<file path="config.mk">
export PLATFORM = sky130hd
export DESIGN_NAME = lagu_row_mem
export DESIGN_NICKNAME = d
export VERILOG_FILES = /design/src/hdl/lagu_pkg.sv /design/src/hdl/lagu_row_mem.sv
export SDC_FILE = /design/constraint.sdc
export NUM_CORES = 2
export LEC_CHECK = 0
export ABC_AREA = 0
export CAP_MARGIN = 10
export CORE_AREA = 2 2 623 625
export CTS_CLUSTER_DIAMETER = 120
export CTS_CLUSTER_SIZE = 25
export DETAILED_ROUTE_END_ITERATION = 10
export DIE_AREA = 0 0 625 627
export DONT_BUFFER_PORTS = 1
export GPL_TIMING_DRIVEN = 0
export PLACE_DENSITY_LB_ADDON = 0.1
export SLEW_MARGIN = 0
export SYNTH_ARGS = -nofsm -noshare
export SYNTH_HDL_FRONTEND = slang
export SYNTH_SLANG_ARGS = --single-unit
</file>
<file path="constraint.sdc">
create_clock -name clk_i -period 6 [get_ports clk_i]
set_input_delay 0.6 -clock clk_i [delete_from_list [all_inputs] [get_ports clk_i]]
set_output_delay 0.6 -clock clk_i [all_outputs]
set_load 0.01 [all_outputs]
</file>
<file path="src/hdl/lagu_pkg.sv">
// Package for the life automaton grid unit: sizes, item codes, register
// indexes, memory request types and helpers for the grid in use.
// No dependencies.
`default_nettype none

package lagu_pkg;

  localparam int MAX_ROWS = 64;
  localparam int MAX_COLS = 64;
  localparam int ROW_W    = $clog2(MAX_ROWS);
  localparam int COL_W    = $clog2(MAX_COLS);
  localparam int CFG_W    = 7;

  localparam logic [1:0] KIND_WRITE   = 2'd0;
  localparam logic [1:0] KIND_READ    = 2'd1;
  localparam logic [1:0] KIND_ADVANCE = 2'd2;

  localparam logic CFG_ROWS_IN_USE = 1'b0;
  localparam logic CFG_COLS_IN_USE = 1'b1;

  typedef logic [MAX_COLS-1:0] row_bits_t;

  typedef struct packed {
    logic             en;
    logic [ROW_W-1:0] addr;
  } mem_rd_req_t;

  typedef struct packed {
    logic             en;
    logic [ROW_W-1:0] addr;
    row_bits_t        data;
  } mem_wr_req_t;

  function automatic logic [CFG_W-1:0] eff_rows_f(input logic [CFG_W-1:0] val);
    logic [CFG_W-1:0] res;
    if (val == '0) begin
      res = CFG_W'(1);
    end else if (val > CFG_W'(MAX_ROWS)) begin
      res = CFG_W'(MAX_ROWS);
    end else begin
      res = val;
    end
    return res;
  endfunction

  function automatic logic [CFG_W-1:0] eff_cols_f(input logic [CFG_W-1:0] val);
    logic [CFG_W-1:0] res;
    if (val == '0) begin
      res = CFG_W'(1);
    end else if (val > CFG_W'(MAX_COLS)) begin
      res = CFG_W'(MAX_COLS);
    end else begin
      res = val;
    end
    return res;
  endfunction

  function automatic row_bits_t col_mask_f(input logic [CFG_W-1:0] cols);
    row_bits_t m;
    for (int c = 0; c < MAX_COLS; c++) begin
      m[c] = (CFG_W'(c) < cols);
    end
    return m;
  endfunction

endpackage

`default_nettype wire

</file>
<file path="src/hdl/lagu_row_mem.sv">
// Row store of the grid: one row per entry, one write and one read port,
// read data registered. Per-row valid bits make unwritten rows read as dead.
// Depends on lagu_pkg.
`default_nettype none

module lagu_row_mem
  import lagu_pkg::*;
(
  input  wire         clk_i,
  input  wire         rst_ni,
  input  mem_rd_req_t rd_req_i,
  input  mem_wr_req_t wr_req_i,
  output row_bits_t   rd_data_o
);

  row_bits_t             mem_q [MAX_ROWS];
  logic [MAX_ROWS-1:0]   valid_q;
  row_bits_t             rd_data_q;

  always_ff @(posedge clk_i) begin
    if (wr_req_i.en) begin
      mem_q[wr_req_i.addr] <= wr_req_i.data;
    end
    if (rd_req_i.en) begin
      rd_data_q <= valid_q[rd_req_i.addr] ? mem_q[rd_req_i.addr] : '0;
    end
  end

  always_ff @(posedge clk_i or negedge rst_ni) begin
    if (!rst_ni) begin
      valid_q <= '0;
    end else if (wr_req_i.en) begin
      valid_q[wr_req_i.addr] <= 1'b1;
    end
  end

  assign rd_data_o = rd_data_q;

endmodule

`default_nettype wire

</file>
==> results_dict.tcl <==
set metrics [dict create \
    cp.required_ps 6560 \
    skew_ps 49.7 \
    area_growth_pct 12.4 \
    synth-simple-area-share_pct 1.77 \
    min_period_ps 5290 \
    initial_utilization_pct 41.9 \
    leakage_nw 56.6 \
    fin_nets 8027 \
    yosysSeqAreaShare_pct 78.4 \
    arrival_ps 5850 \
    synth_area_um2 161000 \
    die_h_um 627 \
    yosys-mux-area-fraction_pct 15.4 \
    violations "max-capacitance violations, max-slew violations" \
    synth_edf_count 4160 \
    io_pins 144 \
    synth.distinct_cells 59 \
    status "complete, but fails checks" \
    cp_max_fo 10 \
    cp-end-kind "register" \
    grt_pass1_vias 80700 \
    reg2reg_from "valid_q[37]" \
    die_width_um 625 \
    num_vias 82700 \
    drive_gt1_share_pct 23.0 \
    synth_top_family_by_area "multiplexers" \
    syn_area_per_cell_um2 21.9 \
    routedWlPerCell_um 42.5 \
    synth-seq-cells 4224 \
    drt-vias-per-instance 6.33 \
    core_um2 385000 \
    powerDensity_nw_per_um2 287 \
    grt_pass1_wl_mm 737 \
    num_rows 228 \
    route.detailed.drc 0 \
    synthFlopType "edfxtp_1" \
    worstHoldStart "rd_req_i[6]" \
    tightest_slew_ps 1510 \
    cts_hold_buf 131 \
    seqCellArea_um2 127000 \
    cp-start-kind "input pin" \
    post-dp-hpwl_mm 385 \
    synth-compound-area-share_pct 3.03 \
    drt_iter0_drc 13000 \
    fin_crit_sh_pct 88.2 \
    track_usage_pct 28.2 \
    rsz0062_at_grt "false" \
    root_buffer "clkbuf_16" \
    ff2ff_setup_slack_ps 2740 \
    grt_max_degree 65 \
    clock_path_buffers 4 \
    hold_depth 1 \
    pwr-share-comb_pct 7.8 \
    fin_cells 13100 \
    antenna_found_initial 42 \
    dp_cells 12700 \
    slew_violations 2 \
    power.switching_mw 12.1 \
    ys_warn_count 0 \
    pwr-share-clk_pct 29.2 \
    fillers 31700 \
    synth_cells 7359 \
    critPathKind "in -> reg" \
    totalPowerFinal_mw 52.1 \
    totalWireLength_mm 556 \
    holdPathEnd "rd_data_o[47]" \
    clock_latency_ps 970 \
    fmax_ghz 0.189 \
    cts_sinks 4224 \
    timing.final.hold_violations 0 \
    post_cts_buffers 0 \
    hp-class "in -> reg" \
    port_buffers 0 \
    multi_input_area_um2 33100 \
    rr_endpoint "rd_data_o[49]" \
    post_dp_cell_area_um2 174000 \
    yosysTopAreaCellShare_pct 77.4 \
    irDropWorstVdd_uv 240 \
    p_int_mw 40.0 \
    synth_xor_area_share_pct 0 \
    synthArstFlopShare_pct 1.52 \
    tritoncts.num_buffers 191 \
    hold-worst-slack_ps 54.6 \
    grt-ovfl-total 0 \
    synth_fa_ha_area_share_pct 0 \
    cap_violations 1 \
    maxSlewHeadroom_pct -1.68 \
    yosysTopAreaCell "edfxtp_1" \
    p_seq_share_pct 63.1 \
    tritoncts "yes" \
    final_cell_area_um2 181000 \
    synthTopCellsByArea "edfxtp_1 77%, mux4_2 12%, mux2i_1 2.8%, dfrtp_1 0.99%, mux2_2 0.61%" \
    post_cts_resized 0 \
    path_clk_slew_ps 100 \
    dr.pass1.iters 6 \
    setup_viol 0 \
    syn-num-nets 7439 \
    p_sw_share_pct 23.2 \
    die_area_um2 392000 \
    place_congestion 0.839 \
    htree_levels 4 \
    ant_nets 0 \
    r2r_cells 7 \
]
kinds of logic after synthesis:
group           Yosys count
flops                  4224
buf+inv                 426
mux                    1401
compound gates          714
simple gates            594
metal layers:
metal | vias up | wire length, um | global-route usage [%]
met1 | 45700 | 222000 | 39.2
met2 | 4315 | 257000 | 44.3
met5 | - | 57 | 0
li1 | 31900 | - | -
met3 | 748 | 48700 | 4.78
met4 | 8 | 28300 | 11.8
power groups by stage:
stage	Clock, mW	Combinational, mW	Sequential (mW)
CTS	15.4	4.01	32.8
floorplan	0	1.75	33.5
global route	16.3	4.14	32.9
global placement	0	3.21	33.5
detailed placement	0	3.31	33.5
finish	15.2	4.04	32.8
cell usage in the layout, fill, tap and decap left out, types with 87 or more instances in the layout:
cell type  Yosys  layout
buf_12         1     181
a21oi_1       89      89
nand2_1      191     191
o22ai_1      148     148
mux2i_1      458     458
clkbuf_1     170     186
a22oi_1      118     118
mux2_2        87      87
mux4_2       843     843
edfxtp_1    4160    4160
buf_16         0     117
buf_2        108     118
clkbuf_16      0     195
worst max-delay path: stages:
cell and delay, ps:
clkbuf_1 500, clkbuf_1 800, inv_1 500, nor2_1 1110, clkbuf_1 960, nand3_1 660, nand4_1 280, a31oi_1 370
synth_stat cells (all sizes together) (2+ instances only):
master,number
o221ai,57
a21oi,89
nor2b,20
a221oi,25
o22ai,148
buf,247
nand2b,15
nor4,26
nand3,83
edfxtp,4160
a211o,26
nand4,4
o31a,3
or3b,2
nand2,191
a2111oi,5
a21o,26
a2bb2oi,12
a22oi,118
dfrtp,64
or2,68
o21ai,67
o21a,13
a22o,4
nor3,17
mux2i,458
clkbuf,171
mux4,856
o211ai,22
inv,5
a211oi,6
and2,34
o31ai,3
nor2,124
and3,4
a31oi,74
mux2,87
o311a,11
nand3b,4
registers in the layout (all words and copies together) (netlist names):
name	count
mem_q	4096
valid_q	64
rd_data_o	64
stage by stage:
stage                     setup TNS, ps  setup WS, ps  util (%)
after floorplan                       0          1380         -
after global placement                -         -4100      43.6
after detailed placement           -109         -95.5      45.1
after CTS                             0           946      47.1
after global routing                  0           941      47.1
final                                 0           710      47.1
worst max path at each step:
stage            startpoint       endpoint  slack, ps  cells past startpoint
2_1_floorplan  wr_req_i[67]   mem_q[10][0]       1380                      4
3_3_place_gp   wr_req_i[66]    valid_q[29]      -4100                      5
3_5_place_dp    rd_req_i[3]  rd_data_o[36]       -100                      8
4_1_cts         rd_req_i[3]  rd_data_o[36]        950                      8
5_1_grt         rd_req_i[3]  rd_data_o[36]        940                      8
6_report        rd_req_i[3]  rd_data_o[36]        710                      8
final cells by class:
type / count / share of cell area [%]
Tap cell: 5060 / 3.49
Buffer: 421 / 1.22
Inverter: 5 / 0.0103
Sequential cell: 4224 / 69.8
Multi-Input combinational cell: 2709 / 18.3
Antenna cell: 15 / 0.0207
Clock buffer: 232 / 2.77
Timing Repair Buffer: 395 / 4.37
Clock inverter: 9 / 0.0849
No activity file was read; power rests on OpenSTA's default activity.
