### src/hdl/lagu_pkg.sv
// Package for the life automaton grid unit: sizes, item codes, register
// indexes, memory request types and helpers for the grid in use.
// No dependencies.
`default_nettype none

package lagu_pkg;

  localparam int MAX_ROWS = 64;
  localparam int MAX_COLS = 64;
  localparam int ROW_W    = $clog2(MAX_ROWS);
  localparam int COL_W    = $clog2(MAX_COLS);
  localparam int CFG_W    = 7;

  localparam logic [1:0] KIND_WRITE   = 2'd0;
  localparam logic [1:0] KIND_READ    = 2'd1;
  localparam logic [1:0] KIND_ADVANCE = 2'd2;

  localparam logic CFG_ROWS_IN_USE = 1'b0;
  localparam logic CFG_COLS_IN_USE = 1'b1;

  typedef logic [MAX_COLS-1:0] row_bits_t;

  typedef struct packed {
    logic             en;
    logic [ROW_W-1:0] addr;
  } mem_rd_req_t;

  typedef struct packed {
    logic             en;
    logic [ROW_W-1:0] addr;
    row_bits_t        data;
  } mem_wr_req_t;

  function automatic logic [CFG_W-1:0] eff_rows_f(input logic [CFG_W-1:0] val);
    logic [CFG_W-1:0] res;
    if (val == '0) begin
      res = CFG_W'(1);
    end else if (val > CFG_W'(MAX_ROWS)) begin
      res = CFG_W'(MAX_ROWS);
    end else begin
      res = val;
    end
    return res;
  endfunction

  function automatic logic [CFG_W-1:0] eff_cols_f(input logic [CFG_W-1:0] val);
    logic [CFG_W-1:0] res;
    if (val == '0) begin
      res = CFG_W'(1);
    end else if (val > CFG_W'(MAX_COLS)) begin
      res = CFG_W'(MAX_COLS);
    end else begin
      res = val;
    end
    return res;
  endfunction

  function automatic row_bits_t col_mask_f(input logic [CFG_W-1:0] cols);
    row_bits_t m;
    for (int c = 0; c < MAX_COLS; c++) begin
      m[c] = (CFG_W'(c) < cols);
    end
    return m;
  endfunction

endpackage

`default_nettype wire

### src/hdl/lagu_row_rule.sv
// Next generation of one grid row under rule B3/S23, all columns in parallel.
// Depends on lagu_pkg.
`default_nettype none

module lagu_row_rule
  import lagu_pkg::*;
(
  input  row_bits_t up_i,
  input  row_bits_t mid_i,
  input  row_bits_t down_i,
  output row_bits_t next_o
);

  logic [MAX_COLS+1:0] up_pad;
  logic [MAX_COLS+1:0] mid_pad;
  logic [MAX_COLS+1:0] down_pad;
  logic [3:0]          count [MAX_COLS];

  assign up_pad   = {1'b0, up_i, 1'b0};
  assign mid_pad  = {1'b0, mid_i, 1'b0};
  assign down_pad = {1'b0, down_i, 1'b0};

  always_comb begin
    for (int c = 0; c < MAX_COLS; c++) begin
      count[c] = 4'(up_pad[c])   + 4'(up_pad[c+1])   + 4'(up_pad[c+2])
               + 4'(mid_pad[c])                      + 4'(mid_pad[c+2])
               + 4'(down_pad[c]) + 4'(down_pad[c+1]) + 4'(down_pad[c+2]);
      next_o[c] = (count[c] == 4'd3) || ((count[c] == 4'd2) && mid_i[c]);
    end
  end

endmodule

`default_nettype wire

### config.mk
export PLATFORM = sky130hd
export DESIGN_NAME = lagu_row_rule
export DESIGN_NICKNAME = d
export VERILOG_FILES = /design/src/hdl/lagu_pkg.sv /design/src/hdl/lagu_row_rule.sv
export SDC_FILE = /design/constraint.sdc
export NUM_CORES = 1
export LEC_CHECK = 0
export BUFFER_PORTS_ARGS = -buffer_cell sky130_fd_sc_hd__buf_2
export CAP_MARGIN = 20
export CORE_ASPECT_RATIO = 1.4
export CORE_MARGIN = 2
export CORE_UTILIZATION = 60
export DETAILED_ROUTE_END_ITERATION = 8
export PLACE_DENSITY_LB_ADDON = 0.12
export REMOVE_ABC_BUFFERS = 1
export SLEW_MARGIN = 20
export SYNTH_ARGS = -nofsm -noshare
export SYNTH_HDL_FRONTEND = slang
export SYNTH_SLANG_ARGS = --single-unit
### constraint.sdc
create_clock -name vclk -period 8.8
set_input_delay 1.32 -clock vclk [all_inputs]
set_output_delay 1.32 -clock vclk [all_outputs]
set_load 0.1 [all_outputs]
==> metrics.yaml, run 1 <==
final_layout:
  fillers: 1489
  clock_buffers: 0
  nFlopsAndLatches: 0
  final_cell_area_mm2: 0.0123
  seq_area_um2: 0
  drive_gt1_share_pct: 17.6
  fin_nets: 2087
  areaGrowthSynthToFinish_pct: 14.8
  final_cells: 1691
routing:
  routed.top_layer: "met5"
  antenna_left: 0
  drtIter0Drc: 171
  drt-vias-per-instance: 4.87
  drt_first_pass_iters: 7
  met2WireLength_um: 11000
  routed_wl_um: 20600
  vias: 8232
  route.met3.wl_um: 1350
  routedWlPerCell_um: 12.2
  drc_errors: 0
  wl_met1_um: 7890
placed_design:
  dp_hpwl_um: 20200
  place_inst: 1689
  place.gp.congestion: 0.862
  placed_area_mm2: 0.0123
  io_buffers: 256
  place_ws_ns: 2.95
timing:
  min_period_over_period_pct: 66.2
  fin_ws_ns: 2.97
  tns_ns: 0
  fmaxAchievable_mhz: 172
  rsz0062_at_grt: "no"
  drv_slew: 0
  hold_viol: 0
  slew_headroom_pct: 65.8
  tightest_slew_ns: 0.517
  finalCriticalPeriod_ns: 5.83
  setup_viol: 0
yosys:
  synth.yosys.seq_area_share_pct: 0
  synth_cell_types: 14
  netlist_instances: 1197
  synth_top_cells_by_area: "fa_1 (47%), ha_1 (22%), inv_1 (15%)"
  syn_area_mm2: 0.0107
  yosysTopAreaCell: "fa_1"
  ys_warn_count: 0
  yosysTopAreaCellShare_pct: 47.1
  syn_area_per_cell_um2: 8.95
floorplan:
  die_x_um: 117
  start_util_pct: 61.5
  die_y_um: 162
  ios: 256
  core_area_mm2: 0.0174
  rows: 57
  die_area_mm2: 0.0190
global_routing:
  groute.usage.overall_pct: 23.2
  grt-ovfl-total: 0
  grt_antenna_before_repair: 4
  grt_pass1_wl_um: 36800
  grt_max_degree: 4
  first_global_vias: 9077
power_and_ir_drop:
  power_density_mw_per_mm2: 180
  ir_worst_vdd_mv: 0.145
  leakagePower_uw: 0.00723
  p_sw_uw: 1590
  pwr-share-comb_pct: 100.0
  p_int_uw: 626
  p_clk_share_pct: 0
  swShare_pct: 71.7
  seqPwrFrac_pct: 0
worst_setup_path:
  worstPathArrival_ns: 4.51
  endpoint_kind: "output pin"
  path_max_fanout: 2
  worstPathRequired_ns: 7.48
  crit_type: "in2out"
  start_kind: "input port"
clock_network:
  postCtsSetupRepairBufs: 0
  post_cts_resized: 0
  holdBufCountCts: 0
run:
  drv_cap: 0
hold_path:
  hold_path_class: "in2out"
  hp-start: "mid_i[0]"
  holdPathStages: 4
  hold_end: "next_o[0]"
outcome:
  status: "finished clean"
==> worst max-delay path, stage by stage <==
cell	delay (ns)
buf_2	0.10
inv_1	0.08
fa_1	0.55
fa_1	0.42
fa_1	0.49
inv_1	0.04
ha_1	0.20
fa_1	0.38
or2_0	0.24
a21oi_1	0.20
buf_2	0.47
==> stage by stage <==
stage	power, µW	utilization [%]	hold slack (ns)
5_1_grt	2490	70.6	3.21
6_report	2220	70.6	3.17
3_5_place_dp	2230	70.6	3.18
4_1_cts	2240	70.6	3.18
2_1_floorplan	1810	-	3.07
3_3_place_gp	2160	70.6	3.17
==> final cells by class <==
type	instances	area (µm²)	share of cell area, %
tap	236	295	2.40
inverter	442	1660	13.5
antenna	2	5.00	0.0407
multi-input combinational	755	9050	73.6
timing repair buffer	256	1280	10.4
==> cells by family (layout without fill, tap and decap cells) <==
logic type | after synthesis | count (layout) | share of synthesized area (%)
other cells | 0 | 2 | 0
compound gates | 184 | 184 | 8.61
fa+ha+maj | 440 | 440 | 69.1
simple gates | 131 | 131 | 6.83
buf+inv | 442 | 698 | 15.5
==> worst max-delay path by stage <==
stage / from / end / slack [ns] / cells past startpoint
detailed placement: up_i[51] / next_o[52] / 2.95 / 11
finish: up_i[51] / next_o[52] / 2.97 / 11
CTS: up_i[51] / next_o[52] / 2.95 / 11
global route: up_i[50] / next_o[51] / 2.84 / 11
floorplan: up_i[2] / next_o[1] / 2.26 / 6
global placement: up_i[50] / next_o[51] / 2.97 / 11
==> synth_stat cells <==
library cell / n
inv_1: 442
fa_1: 252
ha_1: 188
a21oi_1: 122
nand3_1: 61
o21ai_0: 61
or2_1: 43
or2_0: 18
nor2_1: 4
nor3b_1: 2
a31oi_1: 1
nand2_1: 1
nor2b_1: 1
nor3_1: 1
==> power by group through the flow <==
| stage | sequential, µW | combinational, µW | clock, µW |
|---|---|---|---|
| after CTS | 0 | 2240 | 0 |
| after global routing | 0 | 2490 | 0.0000152 |
| after floorplan | 0 | 1810 | 0 |
| after global placement | 0 | 2160 | 0 |
| final | 0 | 2220 | 0.0000304 |
| after detailed placement | 0 | 2230 | 0 |
==> cell usage in the layout, fill, tap and decap left out <==
| cell type | Yosys | final |
|---|---|---|
| nor3_1 | 1 | 1 |
| nor2_1 | 4 | 4 |
| fa_1 | 252 | 252 |
| a21oi_1 | 122 | 122 |
| a31oi_1 | 1 | 1 |
| buf_2 | 0 | 256 |
| nand2_1 | 1 | 1 |
| or2_1 | 43 | 43 |
| nor3b_1 | 2 | 2 |
| nand3_1 | 61 | 61 |
| o21ai_0 | 61 | 61 |
| or2_0 | 18 | 18 |
| nor2b_1 | 1 | 1 |
| inv_1 | 442 | 442 |
| ha_1 | 188 | 188 |
| diode_2 | 0 | 2 |
==> per-layer routing <==
layer | vias to the layer above | global-route usage (%)
met4 | 2 | 3.32
met1 | 3914 | 27.0
met3 | 28 | 3.96
li1 | 4111 | -
met2 | 177 | 44.5
met5 | - | 0
No activity file was read; power rests on OpenSTA's default activity.
==> run 2, diff against run 1 <==
Settings changed: ABC_AREA from default to 1, CORE_UTILIZATION 60 to 58.
Clock period 8.8 ns to 5.9 ns, I/O delays scaled along.
==> run 2 against run 1 <==
Synthesized cell count up 21%. Cell count up 15%. Sequential cell count unchanged. Area after synthesis up 6.4%. Highest routed layer unchanged. Combinational power up 67%. Setup slack got worse by 2.0 ns. Non-clock buffer count did not move. Count of clock-buffer cells in the layout is the same. Critical path type unchanged.
==> metrics.yaml, run 2 <==
outcome:
  status: "finished clean"
timing:
  min_period_over_period_pct: 82.7
  setup_viol: 0
  fmaxAchievable_mhz: 205
  tightest_slew_ns: 0.533
  rsz0062_at_grt: "no"
  tns_ns: 0
  drv_slew: 0
  finalCriticalPeriod_ns: 4.88
  slew_headroom_pct: 64.7
  hold_viol: 0
final_layout:
  fillers: 1723
  areaGrowthSynthToFinish_pct: 14.1
  mostFrequentLayoutCells: "inv_1 (625), buf_2 (256), fa_1 (252)"
  fin_nets: 2333
  nFlopsAndLatches: 0
  clock_buffers: 0
  drive_gt1_share_pct: 15.1
  multiInputGateArea_mm2: 0.00905
  final_cells: 1953
  seq_area_um2: 0
  final_common_cell: "inv_1"
power_and_ir_drop:
  swShare_pct: 72.1
  p_sw_uw: 2670
  leakagePower_uw: 0.00817
  p_clk_share_pct: 0
  p_total_uw: 3700
  power_density_mw_per_mm2: 284
  seqPwrFrac_pct: 0
  p_int_uw: 1030
  ir_worst_vdd_mv: 0.218
  pwr-share-comb_pct: 100.0
worst_setup_path:
  crit_type: "in2out"
  path_max_fanout: 2
  endpoint_kind: "output pin"
  cp_common_cell: "fa_1"
  start_kind: "input port"
  worstPathRequired_ns: 5.02
  slowest_stage: "fa_1"
  worstPathArrival_ns: 3.99
  cp_cell_sequence: "buf_2 > inv_1 > fa_1 > fa_1 > fa_1 > inv_1 > ha_1 > fa_1 > nand3_1 > a21oi_1 > buf_2"
  slowest_delay_ns: 0.56
routing:
  drt_first_pass_iters: 4
  vias: 9031
  routed_wl_um: 21900
  drtIter0Drc: 234
  routedWlPerCell_um: 11.2
  antenna_left: 0
  drc_errors: 0
  drt-vias-per-instance: 4.62
yosys:
  yosysTopAreaCell: "fa_1"
  synth_top_cells_by_area: "fa_1 (44%), ha_1 (21%), inv_1 (21%)"
  ys_warn_count: 0
  yosys-top-cells-count: "inv_1 (625), fa_1 (252), ha_1 (188)"
  synth_cell_types: 10
  synth.most_common_cell: "inv_1"
  synth_top_family_by_area: "adder cells"
  syn_area_per_cell_um2: 7.90
  yosysTopAreaCellShare_pct: 44.3
  synth-compound-area-share_pct: 2.83
  synth_xor_area_share_pct: 0
  synth.area.mux_share_pct: 0
  syn_area_mm2: 0.0114
  synth.yosys.seq_area_share_pct: 0
  netlist_instances: 1443
  synth_fa_ha_area_share_pct: 64.9
  synth_simple_gate_area_share_pct: 11.7
hold_path:
  hold_path_class: "in2out"
global_routing:
  grt_max_degree: 4
  grt_use_met3_pct: 3.79
  global_route.usage.met2_pct: 44.1
  first_global_vias: 9833
  met1_usage_pct: 26.0
  top_usage_layer: "met2"
  grt_antenna_before_repair: 7
  grt-ovfl-total: 0
  grt_pass1_wl_um: 39600
  groute.usage.overall_pct: 22.7
clock_network:
  postCtsSetupRepairBufs: 0
  holdBufCountCts: 0
  post_cts_resized: 0
floorplan:
  rows: 60
  die_x_um: 122
  die_y_um: 170
  die_area_mm2: 0.0208
  core_area_mm2: 0.0192
  start_util_pct: 59.3
  ios: 256
placed_design:
  place.gp.congestion: 0.825
  dp_hpwl_um: 21500
  place_inst: 1947
  io_buffers: 256
run:
  drv_cap: 0
## run 2: changes by cell type after synthesis, sizes merged, moves of 59 or more
| cell | before | now |
|---|---|---|
| inv | 442 | 625 |
| nand3 | 61 | 122 |
| nand2 | 1 | 185 |
| or2 | 61 | 1 |
| o21ai | 61 | 2 |
| a21oi | 122 | 61 |
## run 2: stage by stage
| stage | setup slack, ns | hold WS, ns | instance area, µm² | util (%) |
|---|---|---|---|---|
| after floorplan | 0.387 | 2.25 | 11400 | - |
| after global placement | 1.05 | 2.34 | 13000 | 67.6 |
| after detailed placement | 1.02 | 2.34 | 13000 | 67.6 |
| after CTS | 1.02 | 2.34 | 13000 | 67.6 |
| after global routing | 0.876 | 2.40 | 13000 | 67.6 |
| final | 1.02 | 2.34 | 13000 | 67.7 |
## run 2: critical path, delay by kind of cell
kind	cells	cell delay, ns
AO/OA/AOI/OAI	1	0.15
adder cells (fa/ha/maj)	5	2.19
AND/OR/NAND/NOR	1	0.07
buffers and inverters	4	0.69
## run 2: power by group through the flow
| stage | Sequential [µW] | Combinational [µW] | Clock [µW] |
|---|---|---|---|
| floorplan | 0 | 3060 | 0 |
| global placement | 0 | 3610 | 0 |
| detailed placement | 0 | 3730 | 0 |
| CTS | 0 | 3740 | 0 |
| global route | 0 | 4150 | 0.0000454 |
| finish | 0 | 3700 | 0.000136 |
## run 2: path summary, 6_finish.rpt
check | start | end | slack (ns) | cells after the start
worst max-delay path | up_i[53] | next_o[54] | 1.02 | 11
worst min-delay path | mid_i[63] | next_o[63] | 2.34 | 4
## run 2: kinds of logic after synthesis
| group | after synthesis |
|---|---|
| adder cells (fa/ha/maj) | 440 |
| buffers and inverters | 625 |
| AND/OR/NAND/NOR | 314 |
| AO/OA/AOI/OAI | 64 |
## run 2: cell type report
| class | instances | area share [%] |
|---|---|---|
| tap | 248 | 2.39 |
| timing repair buffer | 256 | 9.85 |
| multi-input combinational | 818 | 69.6 |
| inverter | 625 | 18.0 |
| antenna | 6 | 0.115 |
## run 2: per-layer routing
layer  wire length, µm  vias up
li1                  -     4609
met5                30        -
met4               354        4
met1              8360     4199
met2             11700      191
met3              1460       28
